**src/hdl/afr_pkg.sv**
```systemverilog
// ----------------------------------------------------------------------------
// Addressed frame receiver package
// Shared widths, register indexes, frame phases and the delivery request type.
// ----------------------------------------------------------------------------
package afr_pkg;

  localparam int unsigned MaxPayload = 64;
  localparam int unsigned AddrW      = $clog2(MaxPayload);
  localparam int unsigned CountW     = $clog2(MaxPayload + 1);

  localparam int unsigned ByteW      = 8;
  localparam int unsigned StationW   = 16;
  localparam int unsigned IndexW     = 6;
  localparam int unsigned LengthW    = 7;
  localparam int unsigned CfgIdxW    = 2;
  localparam int unsigned CfgDataW   = 16;

  // Configuration register indexes.
  localparam logic [CfgIdxW-1:0] CfgOwnAddress = 2'd0;
  localparam logic [CfgIdxW-1:0] CfgStartMark  = 2'd1;
  localparam logic [CfgIdxW-1:0] CfgEndMark    = 2'd2;

  localparam logic [ByteW-1:0] StartMarkReset = 8'h02;
  localparam logic [ByteW-1:0] EndMarkReset   = 8'h03;

  typedef enum logic [6:0] {
    PhHunt  = 7'b0000001,
    PhAddrL = 7'b0000010,
    PhAddrH = 7'b0000100,
    PhLen   = 7'b0001000,
    PhData  = 7'b0010000,
    PhChk   = 7'b0100000,
    PhEnd   = 7'b1000000
  } phase_e;

  // Request from the frame parser to the payload emitter.
  typedef struct packed {
    logic              start;
    logic [CountW-1:0] count;
  } emit_req_t;

endpackage

```
**src/hdl/afr_if.sv**
```systemverilog
// ----------------------------------------------------------------------------
// Addressed frame receiver channels
// Valid/ready channels for received bytes, delivered payload and register writes.
// ----------------------------------------------------------------------------
interface afr_rx_if import afr_pkg::*; ();
  logic             valid;
  logic             ready;
  logic [ByteW-1:0] rx_byte;

  modport source (output valid, output rx_byte, input ready);
  modport sink (input valid, input rx_byte, output ready);
endinterface

interface afr_res_if import afr_pkg::*; ();
  logic               valid;
  logic               ready;
  logic [ByteW-1:0]   payload_byte;
  logic [IndexW-1:0]  byte_index;
  logic [LengthW-1:0] frame_length;
  logic               last;

  modport source (output valid, output payload_byte, output byte_index,
                  output frame_length, output last, input ready);
  modport sink (input valid, input payload_byte, input byte_index,
                input frame_length, input last, output ready);
endinterface

interface afr_cfg_if import afr_pkg::*; ();
  logic                valid;
  logic                ready;
  logic [CfgIdxW-1:0]  index;
  logic [CfgDataW-1:0] wdata;

  modport source (output valid, output index, output wdata, input ready);
  modport sink (input valid, input index, input wdata, output ready);
endinterface

```
**src/hdl/afr_ram.sv**
```systemverilog
// ----------------------------------------------------------------------------
// Addressed frame receiver payload RAM
// Single-port-write, single-port-read synchronous RAM with registered read data.
// ----------------------------------------------------------------------------
module afr_ram #(
  parameter int unsigned Depth = 64,
  parameter int unsigned Width = 8
) (
  input  logic                     clk_i,
  input  logic                     wr_en_i,
  input  logic [$clog2(Depth)-1:0] wr_addr_i,
  input  logic [Width-1:0]         wr_data_i,
  input  logic                     rd_en_i,
  input  logic [$clog2(Depth)-1:0] rd_addr_i,
  output logic [Width-1:0]         rd_data_o
);

  logic [Width-1:0] mem [Depth];
  logic [Width-1:0] rd_data_q;

  always_ff @(posedge clk_i) begin
    if (wr_en_i) begin
      mem[wr_addr_i] <= wr_data_i;
    end
  end

  // Read data holds while no read is issued.
  always_ff @(posedge clk_i) begin
    if (rd_en_i) begin
      rd_data_q <= mem[rd_addr_i];
    end
  end

  assign rd_data_o = rd_data_q;

endmodule

```
**src/hdl/afr_parser.sv**
```systemverilog
// ----------------------------------------------------------------------------
// Addressed frame receiver parser
// Frame phase machine, configuration registers, checksum and payload writes.
// ----------------------------------------------------------------------------
module afr_parser import afr_pkg::*; (
  input  logic               clk_i,
  input  logic               rst_ni,
  afr_rx_if.sink             rx,
  afr_cfg_if.sink            cfg,
  input  logic               emit_busy_i,
  output emit_req_t          emit_req_o,
  output logic               wr_en_o,
  output logic [AddrW-1:0]   wr_addr_o,
  output logic [ByteW-1:0]   wr_data_o
);

  phase_e              phase_q, phase_d;
  logic [ByteW-1:0]    addr_low_q, addr_low_d;
  logic [LengthW-1:0]  exp_len_q, exp_len_d;
  logic [CountW-1:0]   count_q, count_d;
  logic [ByteW-1:0]    sum_q, sum_d;
  logic [StationW-1:0] own_addr_q;
  logic [ByteW-1:0]    start_mark_q;
  logic [ByteW-1:0]    end_mark_q;
  logic                take;
  logic [ByteW-1:0]    b;

  assign cfg.ready = 1'b1;
  assign rx.ready  = !emit_busy_i;
  assign take      = rx.valid && rx.ready;
  assign b         = rx.rx_byte;

  always_ff @(posedge clk_i or negedge rst_ni) begin
    if (!rst_ni) begin
      own_addr_q   <= '0;
      start_mark_q <= StartMarkReset;
      end_mark_q   <= EndMarkReset;
    end else if (cfg.valid) begin
      unique case (cfg.index)
        CfgOwnAddress: own_addr_q   <= cfg.wdata;
        CfgStartMark:  start_mark_q <= cfg.wdata[ByteW-1:0];
        CfgEndMark:    end_mark_q   <= cfg.wdata[ByteW-1:0];
        default: ;
      endcase
    end
  end

  always_comb begin
    phase_d          = phase_q;
    addr_low_d       = addr_low_q;
    exp_len_d        = exp_len_q;
    count_d          = count_q;
    sum_d            = sum_q;
    wr_en_o          = 1'b0;
    emit_req_o.start = 1'b0;
    emit_req_o.count = count_q;
    if (take) begin
      unique case (phase_q)
        PhAddrL: begin
          addr_low_d = b;
          phase_d    = PhAddrH;
        end
        PhAddrH: begin
          if ({b, addr_low_q} == own_addr_q) begin
            sum_d   = own_addr_q[ByteW-1:0];
            count_d = '0;
            phase_d = PhLen;
          end else begin
            phase_d = PhHunt;
          end
          addr_low_d = '0;
        end
        PhLen: begin
          exp_len_d = b[LengthW-1:0];
          count_d   = '0;
          if (b > ByteW'(MaxPayload)) begin
            phase_d = PhHunt;
          end else if (b == '0) begin
            phase_d = PhChk;
          end else begin
            phase_d = PhData;
          end
        end
        PhData: begin
          wr_en_o = 1'b1;
          sum_d   = sum_q + b;
          count_d = count_q + 1'b1;
          if (count_d >= exp_len_q) begin
            phase_d = PhChk;
          end
        end
        PhChk: begin
          phase_d = (b == sum_q) ? PhEnd : PhHunt;
        end
        PhEnd: begin
          emit_req_o.start = (b == end_mark_q);
          phase_d          = PhHunt;
        end
        default: begin
          phase_d = (b == start_mark_q) ? PhAddrL : PhHunt;
        end
      endcase
    end
  end

  assign wr_addr_o = count_q[AddrW-1:0];
  assign wr_data_o = b;

  always_ff @(posedge clk_i or negedge rst_ni) begin
    if (!rst_ni) begin
      phase_q    <= PhHunt;
      addr_low_q <= '0;
      exp_len_q  <= '0;
      count_q    <= '0;
      sum_q      <= '0;
    end else begin
      phase_q    <= phase_d;
      addr_low_q <= addr_low_d;
      exp_len_q  <= exp_len_d;
      count_q    <= count_d;
      sum_q      <= sum_d;
    end
  end

endmodule

```
**src/hdl/afr_emitter.sv**
```systemverilog
// ----------------------------------------------------------------------------
// Addressed frame receiver emitter
// Walks the payload RAM of a validated frame and drives the result register.
// ----------------------------------------------------------------------------
module afr_emitter import afr_pkg::*; (
  input  logic             clk_i,
  input  logic             rst_ni,
  input  emit_req_t        emit_req_i,
  output logic             busy_o,
  output logic             rd_en_o,
  output logic [AddrW-1:0] rd_addr_o,
  input  logic [ByteW-1:0] rd_data_i,
  afr_res_if.source        res
);

  logic               busy_q, busy_d;
  logic [CountW-1:0]  rd_idx_q, rd_idx_d;
  logic [CountW-1:0]  total_q, total_d;
  logic               pend_q, pend_d;
  logic [IndexW-1:0]  pend_idx_q, pend_idx_d;
  logic               pend_last_q, pend_last_d;
  logic               pend_zero_q, pend_zero_d;
  logic               out_valid_q, out_valid_d;
  logic [ByteW-1:0]   out_byte_q, out_byte_d;
  logic [IndexW-1:0]  out_idx_q, out_idx_d;
  logic [LengthW-1:0] out_len_q, out_len_d;
  logic               out_last_q, out_last_d;
  logic               load;
  logic               issue;
  logic [CountW-1:0]  rd_idx_inc;

  // The RAM read data register doubles as the pending stage: it holds while
  // the result register is stalled because no new read is issued.
  assign load       = pend_q && (!out_valid_q || res.ready);
  assign issue      = busy_q && (rd_idx_q < total_q) && (!pend_q || load);
  assign rd_idx_inc = rd_idx_q + 1'b1;
  assign rd_en_o    = issue;
  assign rd_addr_o  = rd_idx_q[AddrW-1:0];
  assign busy_o     = busy_q;

  always_comb begin
    busy_d      = busy_q;
    rd_idx_d    = rd_idx_q;
    total_d     = total_q;
    pend_d      = pend_q;
    pend_idx_d  = pend_idx_q;
    pend_last_d = pend_last_q;
    pend_zero_d = pend_zero_q;
    out_valid_d = out_valid_q;
    out_byte_d  = out_byte_q;
    out_idx_d   = out_idx_q;
    out_len_d   = out_len_q;
    out_last_d  = out_last_q;

    if (load) begin
      out_valid_d = 1'b1;
      out_byte_d  = pend_zero_q ? '0 : rd_data_i;
      out_idx_d   = pend_idx_q;
      out_len_d   = LengthW'(total_q);
      out_last_d  = pend_last_q;
      pend_d      = 1'b0;
    end else if (res.ready) begin
      out_valid_d = 1'b0;
    end

    if (issue) begin
      pend_d      = 1'b1;
      pend_idx_d  = rd_idx_q[IndexW-1:0];
      pend_last_d = (rd_idx_inc == total_q);
      pend_zero_d = 1'b0;
      rd_idx_d    = rd_idx_inc;
    end else if (busy_q && (rd_idx_q == total_q) && !pend_d) begin
      busy_d = 1'b0;
    end

    // An empty frame still yields one result, taken straight from the
    // pending stage with a zero payload byte.
    if (emit_req_i.start) begin
      busy_d   = 1'b1;
      rd_idx_d = '0;
      total_d  = emit_req_i.count;
      if (emit_req_i.count == '0) begin
        pend_d      = 1'b1;
        pend_idx_d  = '0;
        pend_last_d = 1'b1;
        pend_zero_d = 1'b1;
      end
    end
  end

  always_ff @(posedge clk_i or negedge rst_ni) begin
    if (!rst_ni) begin
      busy_q      <= 1'b0;
      rd_idx_q    <= '0;
      total_q     <= '0;
      pend_q      <= 1'b0;
      out_valid_q <= 1'b0;
    end else begin
      busy_q      <= busy_d;
      rd_idx_q    <= rd_idx_d;
      total_q     <= total_d;
      pend_q      <= pend_d;
      out_valid_q <= out_valid_d;
    end
  end

  always_ff @(posedge clk_i) begin
    pend_idx_q  <= pend_idx_d;
    pend_last_q <= pend_last_d;
    pend_zero_q <= pend_zero_d;
    out_byte_q  <= out_byte_d;
    out_idx_q   <= out_idx_d;
    out_len_q   <= out_len_d;
    out_last_q  <= out_last_d;
  end

  assign res.valid        = out_valid_q;
  assign res.payload_byte = out_byte_q;
  assign res.byte_index   = out_idx_q;
  assign res.frame_length = out_len_q;
  assign res.last         = out_last_q;

endmodule

```
**src/hdl/addressed_frame_receiver.sv**
```systemverilog
// ----------------------------------------------------------------------------
// Addressed frame receiver
// Parses start/address/length/payload/checksum/end frames and emits payloads.
// ----------------------------------------------------------------------------
// Usage:
//   rx_i carries one received byte per transfer. The parser takes one byte
//   per cycle while no frame is being delivered. cfg_i writes own_address
//   (index 0), start_marker (index 1) and end_marker (index 2); it is always
//   ready and should only be written while the block is idle.
//   Payload bytes are stored in a 64-entry RAM as they arrive. When a frame
//   closes with the right checksum and end byte, the emitter reads the RAM
//   back and presents one result per payload byte on res_o, the final one
//   with last set; an empty frame gives a single result with length 0.
//   The first result appears after the end byte transfer, once its RAM read has
//   passed the read data register into the result register; then one result
//   per cycle follows while res_o is ready, limited by the single RAM read
//   port. rx_i is held not ready from the cycle after the end byte until the
//   last RAM read has moved into the result register. When res_o stalls, the
//   RAM read data and the result register hold and no new read is issued, so
//   nothing is lost. Reset returns the parser to hunting for a start byte,
//   restores the register defaults and drops any result in flight; the RAM
//   is not cleared.
// ----------------------------------------------------------------------------
module addressed_frame_receiver import afr_pkg::*; (
  input  logic      clk_i,
  input  logic      rst_ni,
  afr_rx_if.sink    rx_i,
  afr_cfg_if.sink   cfg_i,
  afr_res_if.source res_o
);

  emit_req_t        emit_req;
  logic             emit_busy;
  logic             wr_en;
  logic [AddrW-1:0] wr_addr;
  logic [ByteW-1:0] wr_data;
  logic             rd_en;
  logic [AddrW-1:0] rd_addr;
  logic [ByteW-1:0] rd_data;

  afr_parser u_parser (
    .clk_i       (clk_i),
    .rst_ni      (rst_ni),
    .rx          (rx_i),
    .cfg         (cfg_i),
    .emit_busy_i (emit_busy),
    .emit_req_o  (emit_req),
    .wr_en_o     (wr_en),
    .wr_addr_o   (wr_addr),
    .wr_data_o   (wr_data)
  );

  afr_ram #(
    .Depth (MaxPayload),
    .Width (ByteW)
  ) u_ram (
    .clk_i     (clk_i),
    .wr_en_i   (wr_en),
    .wr_addr_i (wr_addr),
    .wr_data_i (wr_data),
    .rd_en_i   (rd_en),
    .rd_addr_i (rd_addr),
    .rd_data_o (rd_data)
  );

  afr_emitter u_emitter (
    .clk_i      (clk_i),
    .rst_ni     (rst_ni),
    .emit_req_i (emit_req),
    .busy_o     (emit_busy),
    .rd_en_o    (rd_en),
    .rd_addr_o  (rd_addr),
    .rd_data_i  (rd_data),
    .res        (res_o)
  );

endmodule

```
**src/flat_wrapper.sv**
```systemverilog
// flat-port wrapper written by rule: the top's interface ports become plain ports
module addressed_frame_receiver_flat import afr_pkg::*;
  (clk_i, rst_ni, rx_i_valid, rx_i_rx_byte, rx_i_ready, cfg_i_valid, cfg_i_index, cfg_i_wdata, cfg_i_ready, res_o_valid, res_o_payload_byte, res_o_byte_index, res_o_frame_length, res_o_last, res_o_ready);
  afr_rx_if rx_i_i ();
  afr_cfg_if cfg_i_i ();
  afr_res_if res_o_i ();
  input  logic clk_i;
  input  logic rst_ni;
  input wire logic [$bits(rx_i_i.valid)-1:0] rx_i_valid;
  input wire logic [$bits(rx_i_i.rx_byte)-1:0] rx_i_rx_byte;
  output wire logic [$bits(rx_i_i.ready)-1:0] rx_i_ready;
  input wire logic [$bits(cfg_i_i.valid)-1:0] cfg_i_valid;
  input wire logic [$bits(cfg_i_i.index)-1:0] cfg_i_index;
  input wire logic [$bits(cfg_i_i.wdata)-1:0] cfg_i_wdata;
  output wire logic [$bits(cfg_i_i.ready)-1:0] cfg_i_ready;
  output wire logic [$bits(res_o_i.valid)-1:0] res_o_valid;
  output wire logic [$bits(res_o_i.payload_byte)-1:0] res_o_payload_byte;
  output wire logic [$bits(res_o_i.byte_index)-1:0] res_o_byte_index;
  output wire logic [$bits(res_o_i.frame_length)-1:0] res_o_frame_length;
  output wire logic [$bits(res_o_i.last)-1:0] res_o_last;
  input wire logic [$bits(res_o_i.ready)-1:0] res_o_ready;
  assign rx_i_i.valid = rx_i_valid;
  assign rx_i_i.rx_byte = rx_i_rx_byte;
  assign rx_i_ready = rx_i_i.ready;
  assign cfg_i_i.valid = cfg_i_valid;
  assign cfg_i_i.index = cfg_i_index;
  assign cfg_i_i.wdata = cfg_i_wdata;
  assign cfg_i_ready = cfg_i_i.ready;
  assign res_o_valid = res_o_i.valid;
  assign res_o_payload_byte = res_o_i.payload_byte;
  assign res_o_byte_index = res_o_i.byte_index;
  assign res_o_frame_length = res_o_i.frame_length;
  assign res_o_last = res_o_i.last;
  assign res_o_i.ready = res_o_ready;
  addressed_frame_receiver u_core (.clk_i(clk_i), .rst_ni(rst_ni), .rx_i(rx_i_i), .cfg_i(cfg_i_i), .res_o(res_o_i));
endmodule
```
**config.mk**
```make
export PLATFORM = sky130hd
export DESIGN_NAME = addressed_frame_receiver_flat
export DESIGN_NICKNAME = d
export VERILOG_FILES = /design/src/hdl/afr_pkg.sv /design/src/hdl/afr_if.sv /design/src/hdl/afr_ram.sv /design/src/hdl/afr_parser.sv /design/src/hdl/afr_emitter.sv /design/src/hdl/addressed_frame_receiver.sv /design/src/flat_wrapper.sv
export SDC_FILE = /design/constraint.sdc
export NUM_CORES = 1
export LEC_CHECK = 0
export CORE_MARGIN = 1
export CORE_UTILIZATION = 55
export DETAILED_ROUTE_END_ITERATION = 6
export DONT_BUFFER_PORTS = 1
export GPL_ROUTABILITY_DRIVEN = 0
export PLACE_DENSITY_LB_ADDON = 0.05
export SLEW_MARGIN = 20
export SYNTH_ARGS = -nofsm -noshare
export SYNTH_HDL_FRONTEND = slang
export SYNTH_SLANG_ARGS = --single-unit
export TNS_END_PERCENT = 5
```
**constraint.sdc**
```tcl
create_clock -name clk_i -period 6.2 [get_ports clk_i]
set_clock_uncertainty 0.15 [all_clocks]
set_input_delay 1.86 -clock clk_i [delete_from_list [all_inputs] [get_ports clk_i]]
set_output_delay 1.86 -clock clk_i [all_outputs]
set_load 0.02 [all_outputs]
```
* Yosys cells after proc, flatten, opt, wreduce, memory -nomap -nowiden
Memory sizes are Yosys's and may differ from the RTL's. A register that Yosys moved wholly into a read port is not among the register bits.
Index checks and enable logic that the tools add are counted.
** Storage, ports and cells
- Bits in registers :: 116
- Bits in writable memories :: 512
- Input port bits :: 31
- Output and inout bits :: 25
- Word-level logic and storage cells :: 112
- Memories :: 1
** Memories
- u_core.u_ram.mem :: words 64, bits a word 8, read ports 1, clocked after Yosys merged registers in 1, wr ports 1, line afr_ram.sv:18 : logic [Width-1:0] mem [Depth];
** Operators by class
- Add/subtract/negate cells :: 3
- Order comparisons :: 3
- Eq/ne operators :: 17
- Muxes and demuxes :: 38
- Reduce and logical (&&, ||, !) cells :: 30
** Operators with widths (number)
- 7-bit case mux with 6 select lines :: 1
- 7-bit 2-to-1 mux :: 5
- 8-bit case mux with 2 select lines :: 2
- 6-bit 2-to-1 mux :: 5
- 8-bit == test :: 3
- 1-bit 2-to-1 mux :: 21
- 7-bit case mux with 3 select lines :: 1
- 16-bit == test :: 1
- 7-bit by 1-bit adder with 7-bit output, second input constant :: 2
- 7-bit == test :: 2
- 2-bit AND reduction :: 7
- 2-bit nonzero test :: 5
- 8-bit adder :: 1
- 8-bit by 7-bit > comparator with 1-bit output, second input constant :: 1
- 8-bit zero test :: 1
- 8-bit 2-to-1 mux :: 1
- 7-bit by 2-bit == test with 1-bit output, second input constant :: 1
- 7-bit by 3-bit == test with 1-bit output, second input constant :: 1
- 7-bit by 4-bit == test with 1-bit output, second input constant :: 1
- 7-bit by 5-bit == test with 1-bit output, second input constant :: 1
- 7-bit by 6-bit == test with 1-bit output, second input constant :: 1
- 7-bit == test, second input constant :: 1
- 7-bit >= comparator :: 1
- 7-bit zero test :: 1
- other kinds (13) :: 24

* Depth between registers and ports, before layout
Gate-level depths: netlist of the first run.
- Depth after elaboration :: 9
- Depth in mapped cells :: 14
- Depth with buffers taken out :: 9

* Cells and area by module
A second synthesis of the first run with hierarchy kept.
** Second synthesis, totals
- Cell total of the unflattened synthesis :: 1497
- Area, all modules :: 26505.4 um^2
** Modules (own cells, without submodules)
- afr_ram :: instances 1, cells each 940, area each 20246.9 um^2, seq. area each 15615.0 um^2
- afr_parser :: instances 1, cells each 375, area each 4078.9 um^2, seq. area each 1731.7 um^2
- afr_emitter :: instances 1, cells each 182, area each 2179.6 um^2, seq. area each 1246.2 um^2

* Worst setup path before layout of the first run
OpenSTA, ideal clock, no wires.
- Path kind :: in2reg
- Start point :: input port rx_i_valid
- End point :: memory u_core.u_ram.mem[17][0], enable pin
- Library setup time :: 370 ps
- Arrival :: 3329 ps
- Required time :: 5680 ps
- Setup slack :: 2351 ps
- Stages on the path :: 6
- Path buffers :: 2
- Cells stage by stage :: nand2_1 -> or2_1 -> buf_2 -> or4_1 -> clkbuf_1 -> nor2_1
** Between the ends
- Word-level cells in the longest chain between the ends :: 4
** Ends and longest elaborated chain
- start, declared :: line flat_wrapper.sv:9 : input wire logic [$bits(rx_i_i.valid)-1:0] rx_i_valid;
- 1-bit logical AND :: line afr_parser.sv:30 : assign take = rx.valid && rx.ready;
- 1-bit 2-to-1 mux :: line afr_parser.sv:57 : if (take) begin
- 1-bit 2-to-1 mux :: line afr_ram.sv:22 : if (wr_en_i) begin
- 1-bit 2-to-1 mux (not written as such) :: line afr_ram.sv:23 : mem[wr_addr_i] <= wr_data_i;
- end, declared :: line afr_ram.sv:18
No other way between the ends.

* Worst setup path in the final report of the first run
- Start point :: register u_core.u_parser.phase_q[5]
- End point :: memory u_core.u_ram.mem[14][5], enable pin
** Between the ends
- Word-level cells in the longest chain between the ends :: 5
** Ends and longest elaborated chain
- start, declared :: line afr_parser.sv:17 : phase_e phase_q, phase_d;
- start signal, assigned :: line afr_parser.sv:111 : phase_q <= PhHunt;
- start signal, assigned :: line afr_parser.sv:117 : phase_q <= phase_d;
- 7-bit by 5-bit == test with 1-bit output :: line afr_parser.sv:58 : unique case (phase_q)
- 1-bit 2-to-1 mux :: line afr_parser.sv:58
- 1-bit 2-to-1 mux :: line afr_parser.sv:57
- 1-bit 2-to-1 mux :: line afr_ram.sv:22
- 1-bit 2-to-1 mux (not written as such) :: line afr_ram.sv:23
No other way between the ends.

==> metrics.txt, run 1 <==
Post-Synthesis Cells 1,415; DIE HEIGHT 219 µm; cell depth of the worst flop-to-flop path 5; NumNets Final 1,477; Final Hold Viols 0; setup TNS 0 ns; cts repair resizes 0; Post-CTS Setup Inserts 0; Pleak 9.51 nW; Worst Path Required 6.27 ns; library cells used by synthesis 64; first-pass GRT wire length 88.4 mm; share of layout cells above drive strength 1 0.227; Worst Min Path Start u_core.u_emitter.pend_idx_q[4]; top-count cell post-synth edfxtp_1; Most used DFF post-synth edfxtp_1; Root Driver clkbuf_16; Peak Freq 230 MHz; Core ar. 46,600 µm²; syn_area_per_cell 18.4 µm²; synthesized area 26,000 µm²; DP HPWL 35.1 mm; Final Worst Setup Slack 1.84 ns; vias in the first global route 13,100; Total Die Area 48,100 µm²; largest net degree at the start of global routing 87; HP Class reg -> reg; Post-Syn Nets 1,471; Setup Slack @ Placement 1.56 ns; overall routing resource usage 0.259; synth warn 0; Slew Limit Fails 0; status complete, no violations; RSZ-0062 raised after global routing no; Congestion Overflow GR 0; CP endpoint kind flip-flop; CTS tree built; RR Startpoint u_core.u_parser.phase_q[5]; initial antenna violation count 2; Max VDD drop 0.256 mV; synth-to-layout area growth 10.6%; share of the synthesized area in the top cell type 0.626; io pins 56; DRC viols 0; buffer depth of the longest clock path 3; Critical Path AT 4.43 ns; register area 18,600 µm²; Final Cycle Share 0.702; DR WL/cell 28.6 µm; row cnt 79; shortest period the worst path allows 4.36 ns; Iteration-0 DRC Markers 1,234; Final Setup Violations 0; H-tree Lvls 3; n_diodes 0; dpl cells 1,959; CP max FO 23; via count 13,000; FF+latch count, synth 636; ys async rst share 0.135; most instantiated cells after synthesis edfxtp_1 (542), mux4_2 (152), nor2_1 (99); number of synthesized flops with an enable pin 542; worst hold endpoint u_core.u_emitter.res.byte_index[4]; Die W 219 µm; Post-Layout Cell Count 2,079; DR vias/cell 6.27; Multi-input gate area 6970 µm²; clock latency on the worst-skew pair 0.61 ns; CP Class reg -> reg; CTS Sinks 636; Worst-path clk slew 0.06 ns; # port buffers 0; CTS Buf Count 67; Worst R2R Setup Slack 1.84 ns; CP Launch Type flip-flop; reg2reg end u_core.u_ram.mem[14][5]; power per cell area 319 nW/µm²; Initial Util 0.558; Worst slew margin 0.337; Hold WS 0.287 ns; Hold Crit Depth 0; DRT antenna net count 0; Slew @ Worst Pin 0.988 ns; count of TritonRoute iterations in the first routing pass 5; # hold bufs at CTS 0; Total Wirelength 59.5 mm; Fillers 3,283; register area share after synthesis 0.715; top cells by area, synth edfxtp_1 (63%), mux4_2 (13%), dfrtp_1 (7.9%); Core Util, Final 0.618; Max-cap violations 0; most area-hungry cell type in the Yosys netlist edfxtp_1
## sequential cells by signal (all words and copies together) (netlist names), 6 cells and up
register,cells
u_core.u_parser.sum_q,8
u_core.u_parser.phase_q,7
u_core.u_parser.addr_low_q,8
u_core.u_emitter.rd_idx_q,7
u_core.u_emitter.total_q,7
u_core.u_parser.own_addr_q,16
u_core.u_ram.mem,512
u_core.u_parser.exp_len_q,7
u_core.u_emitter.pend_idx_q,6
u_core.u_parser.count_q,7
u_core.u_ram.rd_data_o,8
u_core.u_parser.start_mark_q,8
u_core.u_parser.end_mark_q,8
u_core.u_emitter.res.payload_byte,8
u_core.u_emitter.res.byte_index,6
u_core.u_emitter.res.frame_length,7
## worst max-delay path by stage
stage	from	to	cells after the start
after floorplan	rx_i_valid	u_core.u_ram.mem[17][0]	6
after global placement	rx_i_valid	u_core.u_ram.mem[14][1]	4
after detailed placement	rx_i_valid	u_core.u_ram.mem[34][6]	4
after CTS	u_core.u_parser.phase_q[5]	u_core.u_ram.mem[10][6]	5
after global routing	u_core.u_parser.phase_q[5]	u_core.u_ram.mem[10][6]	5
final	u_core.u_parser.phase_q[5]	u_core.u_ram.mem[14][5]	5
## critical path, cell delays in order (launching register included)
cell and delay [ns]:
dfrtp_1 0.43, nor2_1 0.27, nand4b_1 0.80, nor2_1 0.73
nand4_1 0.77, nor2_1 0.81
## power by group
part	switching, mW	leakage (nW)	total [mW]	internal (mW)
Sequential	0.0638	5.95	4.75	4.69
Combinational	0.166	2.48	0.385	0.219
Clock	1.64	1.09	4.05	2.41
## through the flow
step | cell area, µm² | power, mW
final | 28800 | 9.19
after global routing | 28800 | 9.43
after CTS | 28800 | 9.26
after detailed placement | 26500 | 5.22
after global placement | 26500 | 5.22
after floorplan | 26000 | 5.14
## layout make-up
class                           count  area share
Clock buffer                       84      0.0627
Clock inverter                     36      0.0147
Inverter                           29     0.00378
Multi-Input combinational cell    675       0.242
Sequential cell                   636       0.647
Tap cell                          607      0.0264
Timing Repair Buffer               12     0.00357
## logic make-up (layout without fill, tap and decap cells)
logic type      count (synthesis)  count (layout)  synth area share
mux                           223             223             0.161
fa+ha+maj                      25              25            0.0123
flops                         636             636             0.715
compound gates                119             119            0.0298
xor+xnor                       50              50            0.0168
buf+inv                       104             161            0.0179
other cells                     1               1          0.000144
simple gates                  257             257            0.0467
## metal layers
| metal | track usage | wire [µm] |
|---|---|---|
| met2 | 0.386 | 27400 |
| met1 | 0.382 | 25600 |
| met5 | 0.00938 | 93 |
| met3 | 0.0511 | 4520 |
| met4 | 0.0949 | 1810 |
## cells in the final DEF, fill, tap and decap left out, types with 9 or more instances in the layout
master	instances
edfxtp_1	542
mux4_2	152
nor2_1	99
dfrtp_1	78
clkbuf_16	69
nand2_1	57
mux2_2	48
o21ai_0	31
inv_1	29
xor2_1	28
ha_1	24
a21oi_1	23
mux2i_1	23
xnor2_1	22
nor2b_1	20
nand3_1	17
nor3_1	16
clkinv_2	14
a211oi_1	13
clkbuf_1	13
buf_4	11
nand4_1	9
No activity file was read; power rests on OpenSTA's default activity.
==> run 2, diff against run 1 <==
==> constraint.sdc (replaced) <==
create_clock -name clk_i -period 4.1 [get_ports clk_i]
set_clock_uncertainty 0.15 [all_clocks]
set_input_delay 1.23 -clock clk_i [delete_from_list [all_inputs] [get_ports clk_i]]
set_output_delay 1.23 -clock clk_i [all_outputs]
set_load 0.02 [all_outputs]
==> metrics.txt, run 2 (synthesized netlist as in run 1, its figures left out) <==
status complete, no violations; CTS Sinks 636 (unchanged); initial antenna violation count 1 (-1); buffer depth of the longest clock path 3 (unchanged); sequential share of power 0.524 (+0.007); # hold bufs at CTS 0 (unchanged); CP startpoint u_core.u_parser.phase_q[1]; Worst-path clk slew 0.06 ns (about the same); Peak Freq 303 MHz (+32%); Slew Limit Fails 0 (unchanged); Placed Area 27,200 µm² (+2.3%); commonest non-fill, non-tap cell in the layout edfxtp_1; RR Startpoint u_core.u_parser.phase_q[1]; share of layout cells above drive strength 1 0.261 (+0.0337); max FFs per register 512 (unchanged); CP endpoint kind flip-flop; Worst Path Required 4.26 ns (-2.01 ns); CP Class reg -> reg; Post-Layout Cell Count 2,157 (+3.8%); HP Class in -> async; first-pass GRT wire length 84.5 mm (-4.4%); Root Driver clkbuf_16; vias in the first global route 13,300 (+1.5%); Final Cycle Share 0.805 (+0.102); largest net degree at the start of global routing 87 (unchanged); CTS tree built; Initial Util 0.558 (unchanged); clock latency on the worst-skew pair 0.59 ns (-0.02 ns); setup TNS 0 ns (unchanged); synth-to-layout area growth 12.7%; Max VDD drop 0.389 mV (+52%); Regs by FF count u_core.u_ram.mem (512), u_core.u_parser.own_addr_q (16); power per cell area 466 nW/µm² (+46%); overall routing resource usage 0.244 (-0.0157); DR WL/cell 25.9 µm (-9.4%); io pins 56 (unchanged); NetSw 2.77 mW (+48%); part of the power in combinational logic 0.046 (+0.004); Slew @ Worst Pin 0.749 ns (-0.239 ns); cts repair resizes 0 (unchanged); NumNets Final 1,554 (+5.2%); Internal 10.9 mW (+49%); reg2reg end u_core.u_ram.mem[59][7]; Total Wirelength 55.9 mm (-6.0%); Max-cap violations 0 (unchanged); n_diodes 0 (unchanged); dpl cells 2,036 (+3.9%); Critical Path AT 3.46 ns (-0.97 ns); # port buffers 0 (unchanged); DRC viols 0 (unchanged); Pleak 9.89 nW (+4.0%); DR vias/cell 6.00 (-4.2%); Fillers 3,224 (-1.8%); cell depth of the worst flop-to-flop path 6 (+1); RSZ-0062 raised after global routing no; Worst R2R Setup Slack 0.80 ns (-1.04 ns); Biggest register u_core.u_ram.mem; switch share 0.203 (-0.000639); Post-CTS Setup Inserts 0 (unchanged); CTS Buf Count 67 (unchanged); DIE HEIGHT 219 µm (unchanged); row cnt 79 (unchanged); Core Util, Final 0.629 (+0.0113); CP Launch Type flip-flop; Iteration-0 DRC Markers 1,254 (+1.6%); Worst slew margin 0.499 (+0.161); count of TritonRoute iterations in the first routing pass 5 (unchanged); Final Hold Viols 0 (unchanged); Design Area, Final 29,300 µm² (+1.8%); DP HPWL 34.5 mm (-1.9%); Congestion Overflow GR 0 (unchanged); Total Die Area 48,100 µm² (unchanged); H-tree Lvls 3 (unchanged); Final Setup Violations 0 (unchanged); via count 12,900 (-0.64%); Core ar. 46,600 µm² (unchanged); commonest non-fill, non-tap cells in the layout edfxtp_1 (542), mux4_2 (152), nor2_1 (99), buf_4 (85), dfrtp_1 (78); clock network power share 0.430 (-0.011); CP max FO 8 (-65%); Die W 219 µm (unchanged); DRT antenna net count 0 (unchanged); shortest period the worst path allows 3.30 ns (-1.06 ns)
[run 2: cell types whose count changed in the layout (fill, tap and decap cells not counted), sizes merged]
cell / previous run / this run
buf: 12 / 89
bufinv: 8 / 5
clkbuf: 84 / 85
clkinv: 21 / 27
clkinvlp: 4 / 1
[run 2: power by group through the flow]
| stage | Clock (mW) | Combinational, mW | Sequential, mW |
|---|---|---|---|
| global placement | 0 | 0.633 | 7.29 |
| global route | 6.21 | 0.678 | 7.16 |
| CTS | 5.98 | 0.639 | 7.16 |
| floorplan | 0 | 0.507 | 7.26 |
| finish | 5.86 | 0.631 | 7.16 |
| detailed placement | 0 | 0.637 | 7.29 |
[run 2: area by class of cell]
class                   instances  area [µm²]  area share
flip-flops and latches        636       18600       0.635
multi-input cells             675        6970       0.238
well taps                     607         759      0.0259
repair buffers                 89         718      0.0245
inverters                      29         109     0.00372
clock buffers                  85        1810      0.0617
clock inverters                36         327      0.0111
[run 2: worst max-delay path by stage]
stage | end | depth (start not counted)
2_1_floorplan | u_core.u_ram.mem[17][0] | 6
3_3_place_gp | u_core.u_ram.mem[11][1] | 6
3_5_place_dp | u_core.u_ram.mem[59][6] | 5
4_1_cts | u_core.u_ram.mem[59][1] | 6
5_1_grt | u_core.u_ram.mem[59][1] | 6
6_report | u_core.u_ram.mem[59][7] | 6
[run 2: per-stage QoR]
stage / total power, mW / hold slack (ns) / setup WS (ns)
floorplan: 7.77 / 0.258 / 0.881
global placement: 7.92 / 0.268 / 0.596
detailed placement: 7.93 / 0.270 / 0.540
CTS: 13.8 / 0.146 / 0.815
global route: 14.0 / 0.147 / 0.583
finish: 13.6 / 0.180 / 0.801
[run 2: metal layers]
metal  up-vias  global-route usage  routed length, µm
met1      6664               0.350              24400
met5         -                   0                 13
met3       101              0.0492               3250
li1       5773                   -                  -
met2       404               0.379              26600
met4         2              0.0769               1560
[run 2: critical path, cell delays in order (launching register included)]
cell and delay (ns):
dfrtp_1 0.44, nor3_4 0.29, nand4b_1 0.35, or2_1 0.45
or4_1 0.72, nor2_1 0.38, buf_4 0.22
